===== config.mk =====
export PLATFORM = sky130hd
export DESIGN_NAME = downmix_linear_resampler_core
export DESIGN_NICKNAME = d
export VERILOG_FILES = /design/src/sv/dlr_pkg.sv /design/src/sv/dlr_div.sv /design/src/sv/dlr_interp.sv /design/src/sv/downmix_linear_resampler_core.sv
export SDC_FILE = /design/constraint.sdc
export NUM_CORES = 2
export LEC_CHECK = 0
export ABC_AREA = 1
export BUFFER_PORTS_ARGS = -buffer_cell sky130_fd_sc_hd__buf_2
export CORE_MARGIN = 1
export CORE_UTILIZATION = 55
export CTS_BUF_LIST = sky130_fd_sc_hd__clkbuf_16
export CTS_CLUSTER_DIAMETER = 40
export DETAILED_ROUTE_END_ITERATION = 8
export PLACE_DENSITY = 0.68
export SLEW_MARGIN = 10
export SYNTH_ARGS = -nofsm -noshare
export SYNTH_HDL_FRONTEND = slang
export SYNTH_SLANG_ARGS = --single-unit

===== constraint.sdc =====
create_clock -name clk -period 22.5 [get_ports clk]
set_clock_uncertainty 0.15 [all_clocks]
set_input_delay 1.125 -clock clk [delete_from_list [all_inputs] [get_ports clk]]
set_output_delay 1.125 -clock clk [all_outputs]
set_load 0.02 [all_outputs]

===== src/sv/dlr_pkg.sv =====
// ----------------------------------------------------------------------------
// dlr_pkg
// Shared widths, constants and register indexes of the downmix resampler.
// ----------------------------------------------------------------------------
package dlr_pkg;

	localparam int MAX_CHANNELS_DEF = 8;
	localparam int FRAME_BITS_DEF   = 16;

	localparam int SAMPLE_W   = 16;
	localparam int INDEX_W    = 20;
	localparam int RATE_W     = 18;
	localparam int STEP_W     = 21;
	localparam int OUT_RATE_W = 14;
	localparam int CFG_IDX_W  = 2;
	localparam int FRAC_W     = 16;

	// Shared divider: Q16 step needs rate<<16 as dividend, the output rate as divisor.
	localparam int DIVD_W = RATE_W + FRAC_W;
	localparam int DIVS_W = RATE_W;

	localparam int MAX_RESULTS = 32;

	localparam logic [RATE_W-1:0]     RATE_LOW      = RATE_W'(1000);
	localparam logic [RATE_W-1:0]     RATE_HIGH     = RATE_W'(192000);
	localparam logic [RATE_W-1:0]     RATE_RESET    = RATE_W'(48000);
	localparam logic [OUT_RATE_W-1:0] OUT_RATE_FAST = OUT_RATE_W'(16000);
	localparam logic [OUT_RATE_W-1:0] OUT_RATE_SLOW = OUT_RATE_W'(8000);

	localparam logic signed [SAMPLE_W-1:0] SAT_MAX = 16'sh7FFF;
	localparam logic signed [SAMPLE_W-1:0] SAT_MIN = 16'sh8000;

	localparam logic [CFG_IDX_W-1:0] REG_INPUT_RATE    = 2'd0;
	localparam logic [CFG_IDX_W-1:0] REG_RATE_MODE     = 2'd1;
	localparam logic [CFG_IDX_W-1:0] REG_CHANNEL_COUNT = 2'd2;
	localparam logic [CFG_IDX_W-1:0] REG_FRAME_COUNT   = 2'd3;

endpackage


===== src/sv/dlr_div.sv =====
// ----------------------------------------------------------------------------
// dlr_div
// Shared restoring divider, one quotient bit per cycle.
// ----------------------------------------------------------------------------
module dlr_div #(
	parameter int N = dlr_pkg::DIVD_W,
	parameter int D = dlr_pkg::DIVS_W
) (
	input  logic         clk,
	input  logic         arst_n,
	input  logic         start,
	input  logic [N-1:0] dividend,
	input  logic [D-1:0] divisor,
	output logic         done,
	output logic [N-1:0] quotient
);
	localparam int CNT_W = $clog2(N + 1);

	logic [N-1:0]     quo_q;
	logic [D-1:0]     rem_q;
	logic [D-1:0]     dvs_q;
	logic [CNT_W-1:0] cnt_q;
	logic             run_q;
	logic             done_q;
	logic [D:0]       trial;
	logic [D:0]       diff;
	logic             fits;

	assign trial = {rem_q, quo_q[N-1]};
	assign diff  = trial - {1'b0, dvs_q};
	assign fits  = trial >= {1'b0, dvs_q};

	always_ff @(posedge clk or negedge arst_n) begin
		if (!arst_n) begin
			quo_q  <= '0;
			rem_q  <= '0;
			dvs_q  <= '0;
			cnt_q  <= '0;
			run_q  <= 1'b0;
			done_q <= 1'b0;
		end else begin
			done_q <= !start && run_q && (cnt_q == CNT_W'(N - 1));
			if (start) begin
				quo_q <= dividend;
				rem_q <= '0;
				dvs_q <= divisor;
				cnt_q <= '0;
				run_q <= 1'b1;
			end else if (run_q) begin
				rem_q <= fits ? diff[D-1:0] : trial[D-1:0];
				quo_q <= {quo_q[N-2:0], fits};
				cnt_q <= cnt_q + 1'b1;
				if (cnt_q == CNT_W'(N - 1)) begin
					run_q <= 1'b0;
				end
			end
		end
	end

	assign done     = done_q;
	assign quotient = quo_q;

endmodule


===== src/sv/dlr_interp.sv =====
// ----------------------------------------------------------------------------
// dlr_interp
// Linear interpolation between two mono samples with Q16 fraction, saturated.
// ----------------------------------------------------------------------------
module dlr_interp (
	input  logic                                 clk,
	input  logic                                 load,
	input  logic signed [dlr_pkg::SAMPLE_W-1:0]  s0,
	input  logic signed [dlr_pkg::SAMPLE_W-1:0]  s1,
	input  logic        [dlr_pkg::FRAC_W-1:0]    frac,
	output logic signed [dlr_pkg::SAMPLE_W-1:0]  result
);
	import dlr_pkg::*;

	localparam int PROD_W = SAMPLE_W + FRAC_W + 2;
	localparam int SUM_W  = SAMPLE_W + 2;

	logic signed [SAMPLE_W:0]   diff;
	logic signed [PROD_W-1:0]   prod;
	logic signed [PROD_W-1:0]   prod_s1;
	logic signed [SAMPLE_W-1:0] s0_s1;
	logic signed [SUM_W-1:0]    sum;

	// s0*(1-f) + s1*f == s0 + (s1-s0)*f, floor shift keeps the rounding.
	assign diff = SAMPLE_W'(0) + {s1[SAMPLE_W-1], s1} - {s0[SAMPLE_W-1], s0};
	assign prod = PROD_W'(diff) * $signed({2'b00, frac});

	always_ff @(posedge clk) begin
		if (load) begin
			prod_s1 <= prod;
			s0_s1   <= s0;
		end
	end

	assign sum = SUM_W'(s0_s1) + prod_s1[PROD_W-1:FRAC_W];

	always_comb begin
		if (sum > SUM_W'(SAT_MAX)) result = SAT_MAX;
		else if (sum < SUM_W'(SAT_MIN)) result = SAT_MIN;
		else result = sum[SAMPLE_W-1:0];
	end

endmodule


===== src/sv/downmix_linear_resampler_core.sv =====
// ----------------------------------------------------------------------------
// downmix_linear_resampler_core
// Downmixes interleaved samples to mono and resamples by linear interpolation.
// ----------------------------------------------------------------------------
// Channel   Direction  Handshake              Contents
// s_axis    in         tvalid/tready          one interleaved sample, start flag
// m_axis    out        tvalid/tready/tlast    mono sample and its output index
// cfg       in         cfg_we                 rate, mode, channels, frames
//
// A sample that only adds into the channel sum passes S_IDLE and S_ACC. A
// request with the start flag first runs two passes of the shared divider
// (step size, output count), 34 quotient bits each. A sample that completes
// a frame runs one more divider pass for the channel average, S_CHK and
// S_OUT per output result, and S_FIN to wrap up, after a second S_CHK for
// every frame but the first of a buffer. Reset is asynchronous; it loads
// the config defaults and clears the rest but the interpolator. A stalled
// output holds the sequencer only when a pending result must be handed over.
// ----------------------------------------------------------------------------
module downmix_linear_resampler_core #(
	parameter int MAX_CHANNELS = dlr_pkg::MAX_CHANNELS_DEF,
	parameter int FRAME_BITS   = dlr_pkg::FRAME_BITS_DEF
) (
	input  logic                              clk,
	input  logic                              arst_n,
	input  logic                              s_axis_tvalid,
	output logic                              s_axis_tready,
	input  logic [15:0]                       s_axis_tdata,  // [15:0] sample
	input  logic [0:0]                        s_axis_tuser,  // [0] start_req
	output logic                              m_axis_tvalid,
	input  logic                              m_axis_tready,
	output logic [39:0]                       m_axis_tdata,  // [15:0] out_sample, [35:16] out_index
	output logic                              m_axis_tlast,
	input  logic                              cfg_we,
	input  logic [dlr_pkg::CFG_IDX_W-1:0]     cfg_index,
	input  logic [dlr_pkg::RATE_W-1:0]        cfg_data
);
	import dlr_pkg::*;

	localparam int CH_W  = $clog2(MAX_CHANNELS + 1);
	localparam int SUM_W = SAMPLE_W + $clog2(MAX_CHANNELS);
	localparam int N_W   = $clog2(MAX_RESULTS + 1);
	localparam int CAPN_W = FRAME_BITS + OUT_RATE_W;

	typedef enum logic [7:0] {
		S_IDLE  = 8'b0000_0001,
		S_DSTEP = 8'b0000_0010,
		S_DCAP  = 8'b0000_0100,
		S_ACC   = 8'b0000_1000,
		S_DMONO = 8'b0001_0000,
		S_CHK   = 8'b0010_0000,
		S_OUT   = 8'b0100_0000,
		S_FIN   = 8'b1000_0000
	} state_t;

	state_t state_q;

	// Configuration registers.
	logic [RATE_W-1:0] input_rate_q;
	logic              rate_mode_q;
	logic [3:0]        channel_count_q;
	logic [15:0]       frame_count_q;

	// Resampler state.
	logic [31:0]                pos_q;
	logic [STEP_W-1:0]          step_q;
	logic [INDEX_W-1:0]         cap_q;
	logic [INDEX_W-1:0]         done_q;
	logic [FRAME_BITS-1:0]      seen_q;
	logic [CH_W-1:0]            chidx_q;
	logic signed [SUM_W-1:0]    sum_q;
	logic signed [SAMPLE_W-1:0] prev_q;
	logic                       fin_q;
	logic signed [SAMPLE_W-1:0] sample_q;
	logic signed [SAMPLE_W-1:0] mono_q;
	logic                       neg_q;
	logic                       phase_q;
	logic [N_W-1:0]             n_q;
	logic                       pend_valid_q;
	logic signed [SAMPLE_W-1:0] pend_data_q;
	logic [INDEX_W-1:0]         pend_idx_q;
	logic                       out_valid_q;
	logic signed [SAMPLE_W-1:0] out_sample_q;
	logic [INDEX_W-1:0]         out_index_q;
	logic                       out_last_q;

	logic [CH_W-1:0]            ch;
	logic [FRAME_BITS-1:0]      frames;
	logic [RATE_W-1:0]          rate_cl;
	logic [OUT_RATE_W-1:0]      orate;
	logic [CAPN_W-1:0]          cap_num;
	logic                       in_acc;
	logic                       out_free;
	logic                       out_load;

	logic [CH_W-1:0]            idx_base;
	logic signed [SUM_W-1:0]    sum_base;
	logic signed [SUM_W-1:0]    sum_new;
	logic [CH_W-1:0]            idx_new;
	logic [SUM_W-1:0]           sum_mag;
	logic [SAMPLE_W-1:0]        quo16;

	logic [FRAME_BITS-1:0]      target;
	logic                       is_end;
	logic                       go;
	logic [32:0]                next_pos;
	logic signed [SAMPLE_W-1:0] s0;
	logic signed [SAMPLE_W-1:0] s1;
	logic signed [SAMPLE_W-1:0] interp_res;

	logic                       div_start;
	logic [DIVD_W-1:0]          div_dividend;
	logic [DIVS_W-1:0]          div_divisor;
	logic                       div_done;
	logic [DIVD_W-1:0]          div_quo;

	// Effective register values.
	always_comb begin
		if (channel_count_q == '0) ch = CH_W'(1);
		else if (32'(channel_count_q) > MAX_CHANNELS) ch = CH_W'(MAX_CHANNELS);
		else ch = CH_W'(channel_count_q);
	end

	assign frames = (frame_count_q[FRAME_BITS-1:0] == '0) ? FRAME_BITS'(1)
		: frame_count_q[FRAME_BITS-1:0];

	always_comb begin
		if (input_rate_q < RATE_LOW) rate_cl = RATE_LOW;
		else if (input_rate_q > RATE_HIGH) rate_cl = RATE_HIGH;
		else rate_cl = input_rate_q;
	end

	assign orate   = rate_mode_q ? OUT_RATE_SLOW : OUT_RATE_FAST;
	assign cap_num = CAPN_W'(frames) * CAPN_W'(orate);

	assign in_acc   = s_axis_tvalid && s_axis_tready;
	assign out_free = !out_valid_q || m_axis_tready;

	// The pending result moves to the output register while the sequencer
	// checks the next emission or wraps up the frame.
	assign out_load = pend_valid_q && out_free
		&& (((state_q == S_CHK) && go) || (state_q == S_FIN));

	// Channel accumulation; a stale full count means a new frame starts.
	assign idx_base = (chidx_q >= ch) ? '0 : chidx_q;
	assign sum_base = (chidx_q >= ch) ? '0 : sum_q;
	assign sum_new  = sum_base + SUM_W'(sample_q);
	assign idx_new  = idx_base + 1'b1;
	assign sum_mag  = sum_new[SUM_W-1] ? (~sum_new + 1'b1) : sum_new;
	assign quo16    = div_quo[SAMPLE_W-1:0];

	// Next emission test.
	assign target   = phase_q ? seen_q : seen_q - 1'b1;
	assign is_end   = ({1'b0, seen_q} + 1'b1) == {1'b0, frames};
	assign go       = !fin_q && (done_q < cap_q) && (pos_q[31:16] == 16'(target))
		&& (n_q < N_W'(MAX_RESULTS)) && (!phase_q || is_end);
	assign next_pos = {1'b0, pos_q} + 33'(step_q);
	assign s0       = phase_q ? mono_q : prev_q;
	assign s1       = phase_q ? '0 : mono_q;

	always_comb begin
		div_start    = 1'b0;
		div_dividend = DIVD_W'(sum_mag);
		div_divisor  = DIVS_W'(ch);
		unique case (state_q)
			S_IDLE: begin
				div_start    = in_acc && s_axis_tuser[0];
				div_dividend = {rate_cl, FRAC_W'(0)};
				div_divisor  = DIVS_W'(orate);
			end
			S_DSTEP: begin
				div_start    = div_done;
				div_dividend = DIVD_W'(cap_num);
				div_divisor  = rate_cl;
			end
			S_ACC: begin
				div_start = (seen_q < frames) && (idx_new >= ch);
			end
			S_DCAP, S_DMONO, S_CHK, S_OUT, S_FIN: begin
				div_start = 1'b0;
			end
			default: begin
				div_start = 1'b0;
			end
		endcase
	end

	dlr_div #(
		.N(DIVD_W),
		.D(DIVS_W)
	) u_div (
		.clk     (clk),
		.arst_n  (arst_n),
		.start   (div_start),
		.dividend(div_dividend),
		.divisor (div_divisor),
		.done    (div_done),
		.quotient(div_quo)
	);

	dlr_interp u_interp (
		.clk   (clk),
		.load  ((state_q == S_CHK) && go),
		.s0    (s0),
		.s1    (s1),
		.frac  (pos_q[15:0]),
		.result(interp_res)
	);

	always_ff @(posedge clk or negedge arst_n) begin
		if (!arst_n) begin
			input_rate_q    <= RATE_RESET;
			rate_mode_q     <= 1'b0;
			channel_count_q <= 4'd2;
			frame_count_q   <= 16'd1024;
		end else if (cfg_we) begin
			unique case (cfg_index)
				REG_INPUT_RATE:    input_rate_q    <= cfg_data;
				REG_RATE_MODE:     rate_mode_q     <= cfg_data[0];
				REG_CHANNEL_COUNT: channel_count_q <= cfg_data[3:0];
				REG_FRAME_COUNT:   frame_count_q   <= cfg_data[15:0];
				default: ;
			endcase
		end
	end

	always_ff @(posedge clk or negedge arst_n) begin
		if (!arst_n) begin
			out_valid_q <= 1'b0;
		end else if (out_load) begin
			out_valid_q <= 1'b1;
		end else if (m_axis_tready) begin
			out_valid_q <= 1'b0;
		end
	end

	always_ff @(posedge clk or negedge arst_n) begin
		if (!arst_n) begin
			state_q      <= S_IDLE;
			pos_q        <= '0;
			step_q       <= '0;
			cap_q        <= '0;
			done_q       <= '0;
			seen_q       <= '0;
			chidx_q      <= '0;
			sum_q        <= '0;
			prev_q       <= '0;
			fin_q        <= 1'b0;
			sample_q     <= '0;
			mono_q       <= '0;
			neg_q        <= 1'b0;
			phase_q      <= 1'b0;
			n_q          <= '0;
			pend_valid_q <= 1'b0;
			pend_data_q  <= '0;
			pend_idx_q   <= '0;
			out_sample_q <= '0;
			out_index_q  <= '0;
			out_last_q   <= 1'b0;
		end else begin
			unique case (state_q)
				S_IDLE: begin
					if (in_acc) begin
						sample_q <= s_axis_tdata;
						if (s_axis_tuser[0]) begin
							pos_q   <= '0;
							done_q  <= '0;
							seen_q  <= '0;
							chidx_q <= '0;
							sum_q   <= '0;
							fin_q   <= 1'b0;
							state_q <= S_DSTEP;
						end else begin
							state_q <= S_ACC;
						end
					end
				end
				S_DSTEP: begin
					if (div_done) begin
						step_q  <= div_quo[STEP_W-1:0];
						state_q <= S_DCAP;
					end
				end
				S_DCAP: begin
					if (div_done) begin
						cap_q   <= div_quo[INDEX_W-1:0];
						state_q <= S_ACC;
					end
				end
				S_ACC: begin
					if (seen_q >= frames) begin
						state_q <= S_IDLE;
					end else if (idx_new < ch) begin
						sum_q   <= sum_new;
						chidx_q <= idx_new;
						state_q <= S_IDLE;
					end else begin
						neg_q   <= sum_new[SUM_W-1];
						sum_q   <= '0;
						chidx_q <= '0;
						state_q <= S_DMONO;
					end
				end
				S_DMONO: begin
					if (div_done) begin
						mono_q  <= neg_q ? -quo16 : quo16;
						phase_q <= (seen_q == '0);
						n_q     <= '0;
						state_q <= S_CHK;
					end
				end
				S_CHK: begin
					if (go) begin
						// A result is only handed over once its successor is known.
						if (!pend_valid_q) begin
							state_q <= S_OUT;
						end else if (out_free) begin
							out_sample_q <= pend_data_q;
							out_index_q  <= pend_idx_q;
							out_last_q   <= 1'b0;
							pend_valid_q <= 1'b0;
							state_q      <= S_OUT;
						end
					end else if (!phase_q) begin
						phase_q <= 1'b1;
					end else begin
						state_q <= S_FIN;
					end
				end
				S_OUT: begin
					pend_data_q  <= interp_res;
					pend_idx_q   <= done_q;
					pend_valid_q <= 1'b1;
					n_q          <= n_q + 1'b1;
					done_q       <= done_q + 1'b1;
					pos_q        <= next_pos[31:0];
					if ((next_pos[32:16] >= 17'(frames))
							|| ((21'(done_q) + 1'b1) >= 21'(cap_q))) begin
						fin_q <= 1'b1;
					end
					state_q <= S_CHK;
				end
				S_FIN: begin
					if (!pend_valid_q || out_free) begin
						if (pend_valid_q) begin
							out_sample_q <= pend_data_q;
							out_index_q  <= pend_idx_q;
							out_last_q   <= 1'b1;
							pend_valid_q <= 1'b0;
						end
						if (is_end) fin_q <= 1'b1;
						prev_q  <= mono_q;
						seen_q  <= seen_q + 1'b1;
						state_q <= S_IDLE;
					end
				end
				default: begin
					state_q <= S_IDLE;
				end
			endcase
		end
	end

	assign s_axis_tready = (state_q == S_IDLE);
	assign m_axis_tvalid = out_valid_q;
	assign m_axis_tdata  = {4'b0000, out_index_q, out_sample_q};
	assign m_axis_tlast  = out_last_q;

endmodule

Word level (Yosys, flattened, before mapping). Index checks and enable logic that the tools add are counted.

Bitwise gates (word level): 3. Shift-type cells: 0. Add/sub/neg operators: 15. Reductions and logical operators: 55. Eq/ne operators: 30. Multipliers: 2. Divide/modulo/power cells: 0. Order comparisons: 15. Muxes and demuxes: 97.

Operators by type and width (count): $mux 16 (15); $mux 20 (7); $mux 19 (6); $mux 18 (5); $pmux 20 s2 (2); $mux 8 (9); $mux 34 (2); $pmux 34 s2 (1); $mux 32 (2); $pmux 16 s2 (2); $pmux 32 s2 (1); $pmux 8 s8 (1); $pmux 19 s2 (1); $pmux 18 s2 (1); $mul 17x17->34 (1); $add 32x21->33 (1); $logic_not 16->1 (2); $mux 4 (8); $mul 16x14->30 (1); $add 20x1->21 const B (1); $ge 21x20->1 (1); $mux 1 (21); $add 20x1->20 const B (1); $lt 20x20->1 (1); 61 further kinds (124).

Logic and storage cells: 251. Bits in latches: 0. Bits in registers: 439. Memory bits (writable): 0. Memories: 0. Memory bits (read-only): 0. Input port bits: 42.

Depth between registers and ports, before layout.
Depth after elaboration: 12. Depth in mapped cells: 39. Mapped depth without buffers: 37.

Cells and area by module. From an unflattened synthesis, not the netlist that was laid out.

Cells, all modules: 5768. Area, all modules: 43205.2 um2.

Modules (own cells, without submodules): downmix_linear_resampler_core (cells an instance 3328, times used 1, seq. area each 7795.0 um2, area each 24430.9 um2); dlr_interp (cells an instance 1798, times used 1, seq. area each 1021.0 um2, area each 13933.4 um2); dlr_div (cells an instance 642, times used 1, seq. area each 1951.9 um2, area each 4840.9 um2).

Least setup slack after synthesis. No wires, ideal clock.

Path type: register -> register. From: register phase_q. To: register u_interp.prod_s1[31] (data pin). Path slack: 14.058 ns. Buffers on the path: 5. Arrival: 8.027 ns. Period minus slack after synthesis: 8.442 ns. Setup time: 0.265 ns. Stages on the path, launching flop included: 36. Path through: dfrtp_1 buf_2 clkbuf_1 clkbuf_1 nand2_1 o21ai_0 inv_1 fa_1 nand3b_1 nand2_1 nand3_1 nand3_1 nand3_1 nand2_1 nand2_1 a22oi_1 clkbuf_1 nor2_1 fa_1 fa_1 clkbuf_1 inv_1 or2_2 nand2_1 xor2_1 fa_1 fa_1 inv_1 fa_1 inv_1 ha_1 a21oi_1 o21ai_0 a221oi_1 o21ai_0 xor2_1.

Longest elaborated chain between the ends: 3.

Ends and longest elaborated chain: from (decl) (RTL line downmix_linear_resampler_core.sv:76) `logic phase_q;`; from (signal assigned) (RTL line downmix_linear_resampler_core.sv:306) `phase_q <= (seen_q == '0);`; $mux 16 (RTL line downmix_linear_resampler_core.sv:157) `assign s0 = phase_q ? mono_q : prev_q;`; net s0[1] (RTL line downmix_linear_resampler_core.sv:106) `logic signed [SAMPLE_W-1:0] s0;`; $sub 16x16->17 (RTL line dlr_interp.sv:25) `assign diff = SAMPLE_W'(0) + {s1[SAMPLE_W-1], s1} - {s0[SAMPLE_W-1], s0};`; $mul 17x17->34 (RTL line dlr_interp.sv:26) `assign prod = PROD_W'(diff) * $signed({2'b00, frac});`; net u_interp.prod[31] (RTL line dlr_interp.sv:19) `logic signed [PROD_W-1:0] prod;`; to (signal assigned) (RTL line dlr_interp.sv:30) `prod_s1 <= prod;`; to (decl) (RTL line dlr_interp.sv:20) `logic signed [PROD_W-1:0] prod_s1;`.

The timed path passes the listed nets, and every way through them passes these cells. A chain may end at the register's enable or synchronous reset.

Final worst setup path.
From: register phase_q. To: register u_interp.prod_s1[32] (data pin).

Longest elaborated chain between the ends: 3.

Ends and longest elaborated chain (RTL line): $mux 16 (on tied branches) (downmix_linear_resampler_core.sv:158, downmix_linear_resampler_core.sv:157); $sub 16x16->17 * (dlr_interp.sv:25); $mul 17x17->34 * (dlr_interp.sv:26); net u_interp.prod[32] (dlr_interp.sv:19).

Mark *: on every way through the listed nets, which the timed path passes. The rest lies on a longest branch.

==> results.md <==
- Post-synthesis sequential area ratio: roughly a quarter
- DRC Markers: 12
- Initial antenna violation count: 0
- Port Buffers: 80
- Dominant cells by area after synthesis: dfrtp_1, fa_1, ha_1, nand2_1, inv_1
- Iter 0 DRT Violations: 2,501
- IO Pins: 85
- Hold Crit Depth: 2
- Actual slew at the worst max-slew pin: ~1.2 ns
- Area leader, netlist: dfrtp_1
- Post-CTS sizing: 0
- Setup bufs post-CTS: 0
- Proportion of netlist area held by the largest area contributor: 23.3%
- Max H-tree Level: 3
- YS warnings: 0
- Cell Area, Synth: 0.0407 sq mm
- Post-synth EDFFs: 34
- Core area: roughly 0.073 sq mm
- Synth-to-layout area growth: 10.3%
- Slew Viols, Final: 0
- Worst Hold Class: register to register
- CP Class: register to register
- CTS root buffer: clkbuf_16
- Fraction of layout cells with a size suffix above 1: 7.17%
- Die ar.: about 0.075 sq mm
- Reg2reg end: u_interp.prod_s1[32]$_DFFE_PP_
- Placement row count: 99
- Status: finished with violations
- Setup TNS: 0 ns
- Final Cycle Share: roughly 40%
- Number of antenna diodes: 0
- Syn Area/Cell: 7.93 sq um
- Dominant cell by count in the synthesized netlist: nand2_1
- Final Hold Vio Count: 0
- Vias after detailed routing: roughly 34,000
- CTS sink count: 423
- Post-synth top cells: nand2_1, inv_1, nor2_1
- Highest Signal Layer: met4
- Critical Path RT: 22.79 ns
- Worst R2R Setup Slack: between 10 and 15 ns
- Routed Antenna Nets: 0
- Endpoints failing setup: 0
- CTS tree: yes
- GRT overflow: 0
- DR vias/cell: 5.43
- Routability cong.: 0.975
- R2R cell count: 32
- CTS max path bufs: 3
- Clock transition at path regs: 0.06 ns
- Netlist cell types: 64
- Fill cell count: 6,580
- Initial Util: a little under three fifths
- Reg-to-reg startpoint: phase_q$_DFFE_PN0P_
- Met2 wire length: 51.5 mm
- Unrepaired setup endpoints after global routing: no
- Hold Path Origin: out_sample_q[8]$_DFFE_PN0P_
- Drt total wl: 110 mm
- Slowest CP cell: fa_1
- Async S/R FF share, synth: 92.0%
- Pin count of the biggest net entering global routing: ~120
- Fin nets: 5,952
- CTS buffer count: 82
- Final min period: 9.15 ns
- Startpoint types: register
- CP arrival: 9.44 ns
- First-pass GRT wire length: 179 mm
- Slew Limit Headroom: 21.5%
- Die span in y: approximately 270 um
- Prevailing post-synth register cell: dfrtp_1
- Max Clk Rate: ~110 MHz
- Total GRT Usage: 30.0%
- DP Area: 0.0420 sq mm
- DRT Pass-1 Iters: 9
- CP endpoint kind: register
- Vias in the first global route: 34,200
- Die Span X: roughly 270 um
- Avg WL per Cell: 17.6 um
- CTS Hold Bufs: 0
- Final core utilization: 61.4%
- Hpwl dp: 86.2 mm
- Post-Synthesis Cells: 5,133
- Seq cells post-synth: 423
- Final instance area: 0.0449 sq mm
- Worst Hold End: out_sample_q[8]$_DFFE_PN0P_
- CP Max Fanout: 45
- Clk_lat worst skew: 0.62 ns
- Largest stage delay, worst path: a little over 0.8 ns
- Met1 wire length: 48.0 mm
- Metal3 WL: 6.16 mm
- Failing checks: DRC
- Max Cap Viol: 0
-- area by class of cell --
cell class / count / area, sq um / share of cell area (%)
multi-input combinational: 3606 / 25700 / 57.2
clock inverter: 68 / 866 / 1.93
sequential: 423 / 10800 / 24.0
timing repair buffer: 104 / 591 / 1.32
tap: 959 / 1200 / 2.67
inverter: 985 / 3700 / 8.23
clock buffer: 83 / 2080 / 4.63
-- per-layer routing --
metal  GRT usage [%]  up-vias
met1            40.0    16200
met2            49.9     1006
met4            11.1        0
li1                -    16400
met3            4.07      221
met5               0        -
-- how the worst max path moves through the flow --
stage	cells past startpoint	end	slack (ns)	startpoint
after floorplan	35	u_interp.prod_s1[31]$_DFFE_PP_	14.06	phase_q$_DFFE_PN0P_
after global placement	32	u_interp.prod_s1[32]$_DFFE_PP_	13.57	phase_q$_DFFE_PN0P_
after detailed placement	32	u_interp.prod_s1[32]$_DFFE_PP_	13.38	phase_q$_DFFE_PN0P_
after CTS	32	u_interp.prod_s1[32]$_DFFE_PP_	13.37	phase_q$_DFFE_PN0P_
after global routing	32	u_interp.prod_s1[32]$_DFFE_PP_	12.71	phase_q$_DFFE_PN0P_
final	32	u_interp.prod_s1[32]$_DFFE_PP_	13.35	phase_q$_DFFE_PN0P_
-- flip-flops by register name, indices dropped and copies added, names as in the netlist, 18 cells and up --
name,cells
u_div.quotient,34
pos_q,32
step_q,21
cap_q,20
done_q,20
out_index_q,20
pend_idx_q,20
sum_q,19
input_rate_q,18
u_div.dvs_q,18
u_div.rem_q,18
u_interp.prod_s1,18
-- cells by family after synthesis --
group | Yosys count | synth area share (%)
flip-flops | 423 | 26.4
buffers and inverters | 1121 | 10.6
other | 2 | 0.0184
multiplexers | 17 | 0.467
AO/OA/AOI/OAI | 803 | 11.1
adder cells (fa/ha/maj) | 708 | 28.4
XOR/XNOR | 157 | 3.38
AND/OR/NAND/NOR | 1902 | 19.5
-- placed cells by master (no fill, tap or decap), drive strengths merged, types with 57 or more instances in the layout --
cell type	instances
a21oi	226
buf	104
clkbuf	83
dfrtp	379
fa	360
ha	348
inv	1000
nand2	1080
nand3	194
nand4	57
nor2	451
o21ai	399
o22ai	58
xor2	112
-- through the flow --
stage,std cells,hold WS [ns],setup slack [ns]
floorplan,5150,0.298,14.06
global placement,6077,0.311,13.57
detailed placement,6077,0.314,13.38
CTS,6228,0.328,13.37
global route,6228,0.355,12.71
finish,6228,0.323,13.35
-- worst max-delay path, delay by kind of cell, from the launching register on --
kind                     cells  cell delay (ns)
AND/OR/NAND/NOR             13             2.50
XOR/XNOR                     2             0.40
buffers and inverters        7             1.10
adder cells (fa/ha/maj)      7             3.72
AO/OA/AOI/OAI                3             0.48
flip-flops                   1             0.56
Power is left out: the tool's default activity adds up to more than one toggle a clock period on the data nets, which glitch-free logic cannot reach.
